<file path="config.mk">
export PLATFORM = sky130hd
export DESIGN_NAME = frame_rate_moving_average_unit
export DESIGN_NICKNAME = d
export VERILOG_FILES = /design/src/frmavg_pkg.sv /design/src/frame_rate_moving_average_unit.sv /design/src/frmavg_ring.sv /design/src/frmavg_div.sv
export SDC_FILE = /design/constraint.sdc
export NUM_CORES = 2
export LEC_CHECK = 0
export ABC_CLOCK_PERIOD_IN_PS = 5330
export BUFFER_PORTS_ARGS = -buffer_cell sky130_fd_sc_hd__buf_2
export CORE_UTILIZATION = 40
export DETAILED_ROUTE_END_ITERATION = 8
export HOLD_SLACK_MARGIN = 0.15
export RECOVER_POWER = 100
export SYNTH_ARGS = -nofsm -noshare
export SYNTH_HDL_FRONTEND = slang
export SYNTH_SLANG_ARGS = --single-unit
export TNS_END_PERCENT = 5
</file>
<file path="constraint.sdc">
create_clock -name clk_i -period 5.33 [get_ports clk_i]
set_clock_uncertainty 0.05 [all_clocks]
set_input_delay 1.3325 -clock clk_i [delete_from_list [all_inputs] [get_ports clk_i]]
set_output_delay 1.3325 -clock clk_i [all_outputs]
set_load 0.01 [all_outputs]
</file>
<file path="src/frmavg_pkg.sv">
`timescale 1ns / 1ps
// Package for the frame rate moving average unit.
// Holds field widths, fixed-point constants and the control state type.
// No dependencies.
package frmavg_pkg;

  localparam int unsigned DELTA_W     = 16;
  localparam int unsigned FPS_W       = 25;
  localparam int unsigned MS_PER_SEC  = 1000;
  localparam int unsigned FRAC_BITS   = 8;
  localparam logic [FPS_W-1:0] FPS_MAX = {FPS_W{1'b1}};

  typedef enum logic [2:0] {
    S_IDLE = 3'b001,
    S_BUSY = 3'b010,
    S_HOLD = 3'b100
  } state_e;

endpackage

</file>
<file path="src/frame_rate_moving_average_unit.sv">
`timescale 1ns / 1ps
// Frame rate moving average unit.
// Input beat: tick_delta_i, one frame's elapsed time in ms (valid/ready).
// Output beat: fps_q8_o = floor(1000 * WINDOW * 256 / sum) in Q17.8, plus
// sum_zero_o when the window sum is zero (fps_q8_o is then all ones).
// A ring memory of WINDOW deltas keeps the last window; each beat reads the
// oldest entry, updates the running sum and writes the new delta back.
// The rate then comes from a restoring divider, one quotient bit per cycle.
// Path: the ring registers the oldest entry and the new delta, then the
// new sum; the divider loads that sum and builds a DVD_W-bit quotient, where
// DVD_W is the bit width of 256000 * WINDOW (25 at WINDOW = 100); on a zero
// window sum the division is skipped. One item is worked on at a time; the
// next beat is taken once the previous result is in the output register.
// A finished result sits in the output register; the next input beat is
// accepted while it waits. If the receiver still stalls when the following
// result is ready, the block holds that result and takes no new input.
// Reset clears the wrap flag (unwritten entries read as zero), the sum and the
// index; no clearing pass is needed, the block is ready right after reset.
module frame_rate_moving_average_unit #(
  parameter int unsigned WINDOW = 100
) (
  input  logic                            clk_i,
  input  logic                            rst_ni,
  input  logic                            in_valid_i,
  output logic                            in_ready_o,
  input  logic [frmavg_pkg::DELTA_W-1:0]  tick_delta_i,
  output logic                            out_valid_o,
  input  logic                            out_ready_i,
  output logic [frmavg_pkg::FPS_W-1:0]    fps_q8_o,
  output logic                            sum_zero_o
);

  localparam int unsigned SUM_W = $clog2(WINDOW * 65535 + 1);

  frmavg_pkg::state_e state_q, state_d;

  logic                           in_fire;
  logic                           ring_done;
  logic [SUM_W-1:0]               ring_sum;
  logic                           div_done;
  logic [frmavg_pkg::FPS_W-1:0]   div_fps;
  logic                           div_zero;
  logic                           out_free;
  logic                           load_out;
  logic                           out_valid_q;
  logic [frmavg_pkg::FPS_W-1:0]   fps_q;
  logic                           zero_q;

  assign in_ready_o = (state_q == frmavg_pkg::S_IDLE);
  assign in_fire    = in_valid_i && in_ready_o;
  assign out_free   = !out_valid_q || out_ready_i;
  assign load_out   = out_free && ((state_q == frmavg_pkg::S_BUSY && div_done) ||
                                   state_q == frmavg_pkg::S_HOLD);

  frmavg_ring #(.WINDOW(WINDOW)) u_ring (
    .clk_i   (clk_i),
    .rst_ni  (rst_ni),
    .start_i (in_fire),
    .delta_i (tick_delta_i),
    .done_o  (ring_done),
    .sum_o   (ring_sum)
  );

  frmavg_div #(.WINDOW(WINDOW)) u_div (
    .clk_i   (clk_i),
    .rst_ni  (rst_ni),
    .start_i (ring_done),
    .sum_i   (ring_sum),
    .done_o  (div_done),
    .fps_o   (div_fps),
    .zero_o  (div_zero)
  );

  always_comb begin
    state_d = state_q;
    case (state_q)
      frmavg_pkg::S_IDLE: begin
        if (in_fire) state_d = frmavg_pkg::S_BUSY;
      end
      frmavg_pkg::S_BUSY: begin
        if (div_done) state_d = out_free ? frmavg_pkg::S_IDLE : frmavg_pkg::S_HOLD;
      end
      frmavg_pkg::S_HOLD: begin
        if (out_free) state_d = frmavg_pkg::S_IDLE;
      end
      default: state_d = frmavg_pkg::S_IDLE;
    endcase
  end

  always_ff @(posedge clk_i or negedge rst_ni) begin
    if (!rst_ni) begin
      state_q     <= frmavg_pkg::S_IDLE;
      out_valid_q <= 1'b0;
      fps_q       <= '0;
      zero_q      <= 1'b0;
    end else begin
      state_q <= state_d;
      if (load_out) begin
        out_valid_q <= 1'b1;
        fps_q       <= div_fps;
        zero_q      <= div_zero;
      end else if (out_ready_i) begin
        // drop the beat once taken
        out_valid_q <= 1'b0;
      end
    end
  end

  assign out_valid_o = out_valid_q;
  assign fps_q8_o    = fps_q;
  assign sum_zero_o  = zero_q;

  a_ring_in_busy: assert property (@(posedge clk_i) disable iff (!rst_ni)
    ring_done |-> state_q == frmavg_pkg::S_BUSY)
    else $error("ring update finished outside a busy item");

  a_div_in_busy: assert property (@(posedge clk_i) disable iff (!rst_ni)
    div_done |-> state_q == frmavg_pkg::S_BUSY)
    else $error("divider finished outside a busy item");

  a_zero_sat: assert property (@(posedge clk_i) disable iff (!rst_ni)
    out_valid_o && sum_zero_o |-> fps_q8_o == frmavg_pkg::FPS_MAX)
    else $error("zero sum without saturated rate");

  a_one_at_a_time: assert property (@(posedge clk_i) disable iff (!rst_ni)
    in_valid_i && in_ready_o |=> !in_ready_o)
    else $error("input accepted while an item is in flight");

endmodule

</file>
<file path="src/frmavg_ring.sv">
`timescale 1ns / 1ps
// Delta ring memory with running window sum and write index.
// Read-modify-write per beat: read the oldest entry, then write the delta and update the sum; depends on frmavg_pkg.
module frmavg_ring #(
  parameter int unsigned WINDOW = 100,
  localparam int unsigned IDX_W = $clog2(WINDOW),
  localparam int unsigned SUM_W = $clog2(WINDOW * 65535 + 1)
) (
  input  logic                              clk_i,
  input  logic                              rst_ni,
  input  logic                              start_i,
  input  logic [frmavg_pkg::DELTA_W-1:0]    delta_i,
  output logic                              done_o,
  output logic [SUM_W-1:0]                  sum_o
);

  logic [frmavg_pkg::DELTA_W-1:0] mem [WINDOW];
  logic [frmavg_pkg::DELTA_W-1:0] rd_data_q;
  logic [frmavg_pkg::DELTA_W-1:0] delta_q;
  logic [frmavg_pkg::DELTA_W-1:0] old_delta;
  logic [IDX_W-1:0]               idx_q, idx_d;
  logic [SUM_W-1:0]               sum_q, sum_d;
  logic                           upd_q;
  logic                           done_q;
  logic                           wrapped_q;

  // Entries not yet written since reset read as zero.
  assign old_delta = wrapped_q ? rd_data_q : '0;
  assign sum_d     = sum_q - SUM_W'(old_delta) + SUM_W'(delta_q);
  assign idx_d     = (idx_q == IDX_W'(WINDOW - 1)) ? '0 : idx_q + IDX_W'(1);

  always_ff @(posedge clk_i) begin
    if (start_i) begin
      rd_data_q <= mem[idx_q];
      delta_q   <= delta_i;
    end
    if (upd_q) begin
      mem[idx_q] <= delta_q;
    end
  end

  always_ff @(posedge clk_i or negedge rst_ni) begin
    if (!rst_ni) begin
      idx_q     <= '0;
      sum_q     <= '0;
      upd_q     <= 1'b0;
      done_q    <= 1'b0;
      wrapped_q <= 1'b0;
    end else begin
      upd_q  <= start_i;
      done_q <= upd_q;
      if (upd_q) begin
        sum_q <= sum_d;
        idx_q <= idx_d;
        if (idx_q == IDX_W'(WINDOW - 1)) begin
          wrapped_q <= 1'b1;
        end
      end
    end
  end

  assign done_o = done_q;
  assign sum_o  = sum_q;

endmodule

</file>
<file path="src/frmavg_div.sv">
`timescale 1ns / 1ps
// Restoring divider: 1000 * WINDOW * 256 over the window sum, one bit per cycle.
// Saturates on a zero sum or a too-wide quotient; depends on frmavg_pkg.
module frmavg_div #(
  parameter int unsigned WINDOW = 100,
  localparam int unsigned SUM_W = $clog2(WINDOW * 65535 + 1)
) (
  input  logic                            clk_i,
  input  logic                            rst_ni,
  input  logic                            start_i,
  input  logic [SUM_W-1:0]                sum_i,
  output logic                            done_o,
  output logic [frmavg_pkg::FPS_W-1:0]    fps_o,
  output logic                            zero_o
);

  localparam int unsigned DIVIDEND =
    frmavg_pkg::MS_PER_SEC * WINDOW * (2 ** frmavg_pkg::FRAC_BITS);
  localparam int unsigned DVD_W = $clog2(DIVIDEND + 1);
  localparam int unsigned CNT_W = $clog2(DVD_W);
  localparam int unsigned EXT_W = (DVD_W > frmavg_pkg::FPS_W) ? DVD_W : frmavg_pkg::FPS_W;

  logic [SUM_W-1:0] dvsr_q;
  logic [SUM_W-1:0] rem_q, rem_d;
  logic [SUM_W:0]   trial;
  logic             qbit;
  logic [DVD_W-1:0] dvd_q;
  logic [DVD_W-1:0] quo_q;
  logic [CNT_W-1:0] cnt_q;
  logic             busy_q;
  logic             done_q;
  logic             zero_q;
  logic [EXT_W-1:0] quo_ext;
  logic             over;

  assign trial = {rem_q, dvd_q[DVD_W-1]};
  assign qbit  = (trial >= {1'b0, dvsr_q});
  assign rem_d = qbit ? SUM_W'(trial - {1'b0, dvsr_q}) : trial[SUM_W-1:0];

  always_ff @(posedge clk_i or negedge rst_ni) begin
    if (!rst_ni) begin
      dvsr_q <= '0;
      rem_q  <= '0;
      dvd_q  <= '0;
      quo_q  <= '0;
      cnt_q  <= '0;
      busy_q <= 1'b0;
      done_q <= 1'b0;
      zero_q <= 1'b0;
    end else begin
      done_q <= 1'b0;
      if (start_i) begin
        dvsr_q <= sum_i;
        rem_q  <= '0;
        dvd_q  <= DVD_W'(DIVIDEND);
        quo_q  <= '0;
        cnt_q  <= '0;
        if (sum_i == '0) begin
          // skip the division, result saturates
          zero_q <= 1'b1;
          done_q <= 1'b1;
          busy_q <= 1'b0;
        end else begin
          zero_q <= 1'b0;
          busy_q <= 1'b1;
        end
      end else if (busy_q) begin
        rem_q <= rem_d;
        quo_q <= {quo_q[DVD_W-2:0], qbit};
        dvd_q <= {dvd_q[DVD_W-2:0], 1'b0};
        cnt_q <= cnt_q + CNT_W'(1);
        if (cnt_q == CNT_W'(DVD_W - 1)) begin
          busy_q <= 1'b0;
          done_q <= 1'b1;
        end
      end
    end
  end

  assign quo_ext = EXT_W'(quo_q);
  assign over    = (quo_ext > EXT_W'(frmavg_pkg::FPS_MAX));

  assign done_o = done_q;
  assign zero_o = zero_q;
  assign fps_o  = (zero_q || over) ? frmavg_pkg::FPS_MAX : quo_ext[frmavg_pkg::FPS_W-1:0];

endmodule

</file>
==> reports/qor.txt <==
largest net degree at the start of global routing: 101
fin worst setup slack: 121 ps
postcts setup bufs: 0
worst setup path class: reg2reg
Crit Path Max Fanout: 30
Static Leak: 25.9 nW
Clock Tree Buf Depth: 3
Final Hold Fails: 0
mean post-synth cell area: 16.0 um^2
Cell Area, Placed: 75900 um^2
Int Pwr: 22.1 mW
yosys warns: 0
Net Sw Frac: 20.3%
Comb power frac: 0.1%
Slew headroom: -183%
register area share after synthesis: 73.5%
fraction of registers with async set/reset: 8.62%
Residual DRC: 0
Initial Util: 40.3%
WP data arrival: 5760 ps
Seq pwr share: 54.3%
final cell count without fillers: 7191
Distinct cells, synth: 80
violated checks: max-capacitance violations, max-slew violations
area leader, netlist: edfxtp_1
dpl cells: 6850
CTS H-tree lvls: 4
Post-synth EDFFs: 1632
crit path from: u_ring.idx_q[4]$_DFFE_PN0P_
Vias: 43400
share of the synthesized area in the top cell type: 68.2%
Max-Cap Viols: 34
Max IR drop VDD: 0.000352 V
Port Buffer Count: 47
dpl ws: 818 ps
vias in the first global route: 41700
crit path time final: 5210 ps
DP HPWL: 133000 um
reg2reg start: u_ring.idx_q[4]$_DFFE_PN0P_
all-layer global routing usage: 24.3%
hold_ws: 446 ps
setup_tns: 0 ps
CTS sink count: 1786
vias per std cell: 6.03
DR WL/cell: 31.0 um
clock-pin slew on the worst setup and hold paths: 60 ps
Final Routed Wirelength: 223000 um
Setup-failing EPs final: 0
outcome: finished, violations left
Synth-to-Final Area Change: 12.9%
Final Core Density: 45.5%
post-route ant nets: 0
cts hold-fix bufs: 0
TritonCTS clock tree: built
design area: 81100 um^2
CORE AREA: 178000 um^2
worst hold path type: reg2reg
mapped cell area: 71900 um^2
Syn Inst Count: 4484
CTS root buffer: clkbuf_16
top_reg_cell synth: edfxtp_1
share of cells above drive strength 1: 12.7%
#FFs+latches synth: 1786
element type at the critical path end: flip-flop
die footprint: 181000 um^2
NetSw: 5.63 mW
Rows: 155
first-pass GRT wire length: 314000 um
Iteration-0 DRC Markers: 6271
Data required, critical path: 5880 ps
period utilization: 97.7%
Clk pwr share: 45.6%
Max Freq: 192 MHz
First-pass DRT Iterations: 8
top cells by area, synth: edfxtp_1 68%, dfrtp_1 5.3%, mux4_2 3.4%
cts repair resizes: 0
Die Ht: 426 um
I/O pin count: 48
clk_lat worst skew: 870 ps
GR Overflow Total: 0
hold_sp: u_div.dvd_q[14]$_DFFE_PN0P_
CP startpoint kind: flip-flop
initial antenna violation count: 9
CTS buffer count: 184
die width: 426 um
Fill cells: 15600
unrepaired setup endpoints after global routing: false
Cell Pwr Density: 342 nW/um^2
final max-slew violation count: 1615
Worst Max-Slew Pin Slew: 4250 ps
post-synth net total: 4573
RD Place Congestion: 0.943
Pwr Total: 27.7 mW
fin nets: 4770
path summary, 6_finish.rpt:
check	cells past startpoint	slack, ps	endpoint
worst max-delay path	5	120	u_ring.rd_data_q[1]$_DFFE_PP_
worst min-delay path	2	450	u_div.dvd_q[15]$_DFFE_PN0P_
worst max register to register	5	120	u_ring.rd_data_q[1]$_DFFE_PP_
worst min register to register	2	450	u_div.dvd_q[15]$_DFFE_PN0P_
max in group asynchronous	2	1480	u_div.rem_q[3]$_DFFE_PN0P_
min in group asynchronous	1	1230	u_div.rem_q[18]$_DFFE_PN0P_
Yosys cell counts, types with 55 or more instances:
cell and n:
dfrtp_1 153, mux4_2 109, a221oi_1 158, mux2_2 81
mux2i_1 243, nand2_1 173, buf_2 78, inv_1 114
clkbuf_1 129, edfxtp_1 1632, o21ai_0 135, a22oi_1 121
o22ai_1 59, a21oi_1 288, a22o_1 55, nor2_1 400
metal layers:
layer	track usage, %	up-vias	wire length (um)
met1	33.5	22400	88500
met4	10.3	4	10100
met5	0	-	20
li1	-	18000	-
met3	5.79	487	23600
met2	36.7	2505	101000
critical path: stages, from the launching register on:
cell and delay, ps:
dfrtp_1 1470, clkbuf_1 1810, a211oi_1 340, a211oi_1 750, nor2_1 80, o2111ai_1 410
logic make-up (layout without fill, tap and decap cells):
| family | count (synthesis) | count (layout) | synth area share [%] |
|---|---|---|---|
| DFF | 1786 | 1786 | 73.5 |
| adders and majority gates | 69 | 69 | 1.38 |
| buffers and inverters | 396 | 741 | 2.56 |
| other | 0 | 7 | 0 |
| AOI/OAI and AO/OA | 1013 | 1013 | 9.50 |
| muxes | 435 | 435 | 8.10 |
| and+or+nand+nor | 748 | 748 | 4.47 |
| xor gates and xnor gates | 37 | 37 | 0.451 |
power by group through the flow:
| stage | Combinational (mW) | Sequential [mW] | Clock [mW] |
|---|---|---|---|
| after floorplan | 0.000120 | 15.4 | 0 |
| after global placement | 0.0360 | 15.4 | 0 |
| after detailed placement | 0.0366 | 15.4 | 0 |
| after CTS | 0.0366 | 15.1 | 12.8 |
| after global routing | 0.0367 | 15.1 | 13.3 |
| final | 0.0310 | 15.1 | 12.6 |
flip-flops by register name, indices dropped and copies added (netlist names), 3 cells and up:
| signal | flops |
|---|---|
| fps_q8_o | 25 |
| state_q | 3 |
| u_div.cnt_q | 5 |
| u_div.dvd_q | 12 |
| u_div.dvsr_q | 23 |
| u_div.quo_ext | 25 |
| u_div.rem_q | 23 |
| u_ring.delta_q | 16 |
| u_ring.idx_q | 7 |
| u_ring.mem | 1600 |
| u_ring.rd_data_q | 16 |
| u_ring.sum_o | 23 |
cells in the final DEF, fill, tap and decap left out, drive strengths merged, types with 7 or more instances in the layout:
master / count
mux2: 83
o22ai: 59
clkinv: 86
xor2: 15
inv: 120
nand3: 26
a221oi: 159
ha: 52
dfrtp: 153
a22oi: 121
o31ai: 8
clkbuf: 403
nor4: 8
diode: 7
a31oi: 19
a21oi: 289
fa: 17
edfxtp: 1632
nor2: 401
xnor2: 22
a21o: 19
nor2b: 22
mux2i: 243
bufinv: 12
nand4: 12
a22o: 55
o221ai: 12
o21ai: 138
a211oi: 46
nand2b: 18
nand2: 173
o211ai: 19
buf: 115
mux4: 109
and2: 27
o21a: 7
nor3: 32
area by class of cell:
type	instances	area [um^2]	area share, %
Antenna cell	7	17.5	0.0216
Clock buffer	225	4790	5.90
Tap cell	2355	2950	3.63
Clock inverter	109	1100	1.36
Multi-Input combinational cell	2302	17300	21.3
Inverter	114	430	0.531
Sequential cell	1786	52900	65.2
Timing Repair Buffer	293	1700	2.09
Note: power is estimated with default switching activity, not from simulation.
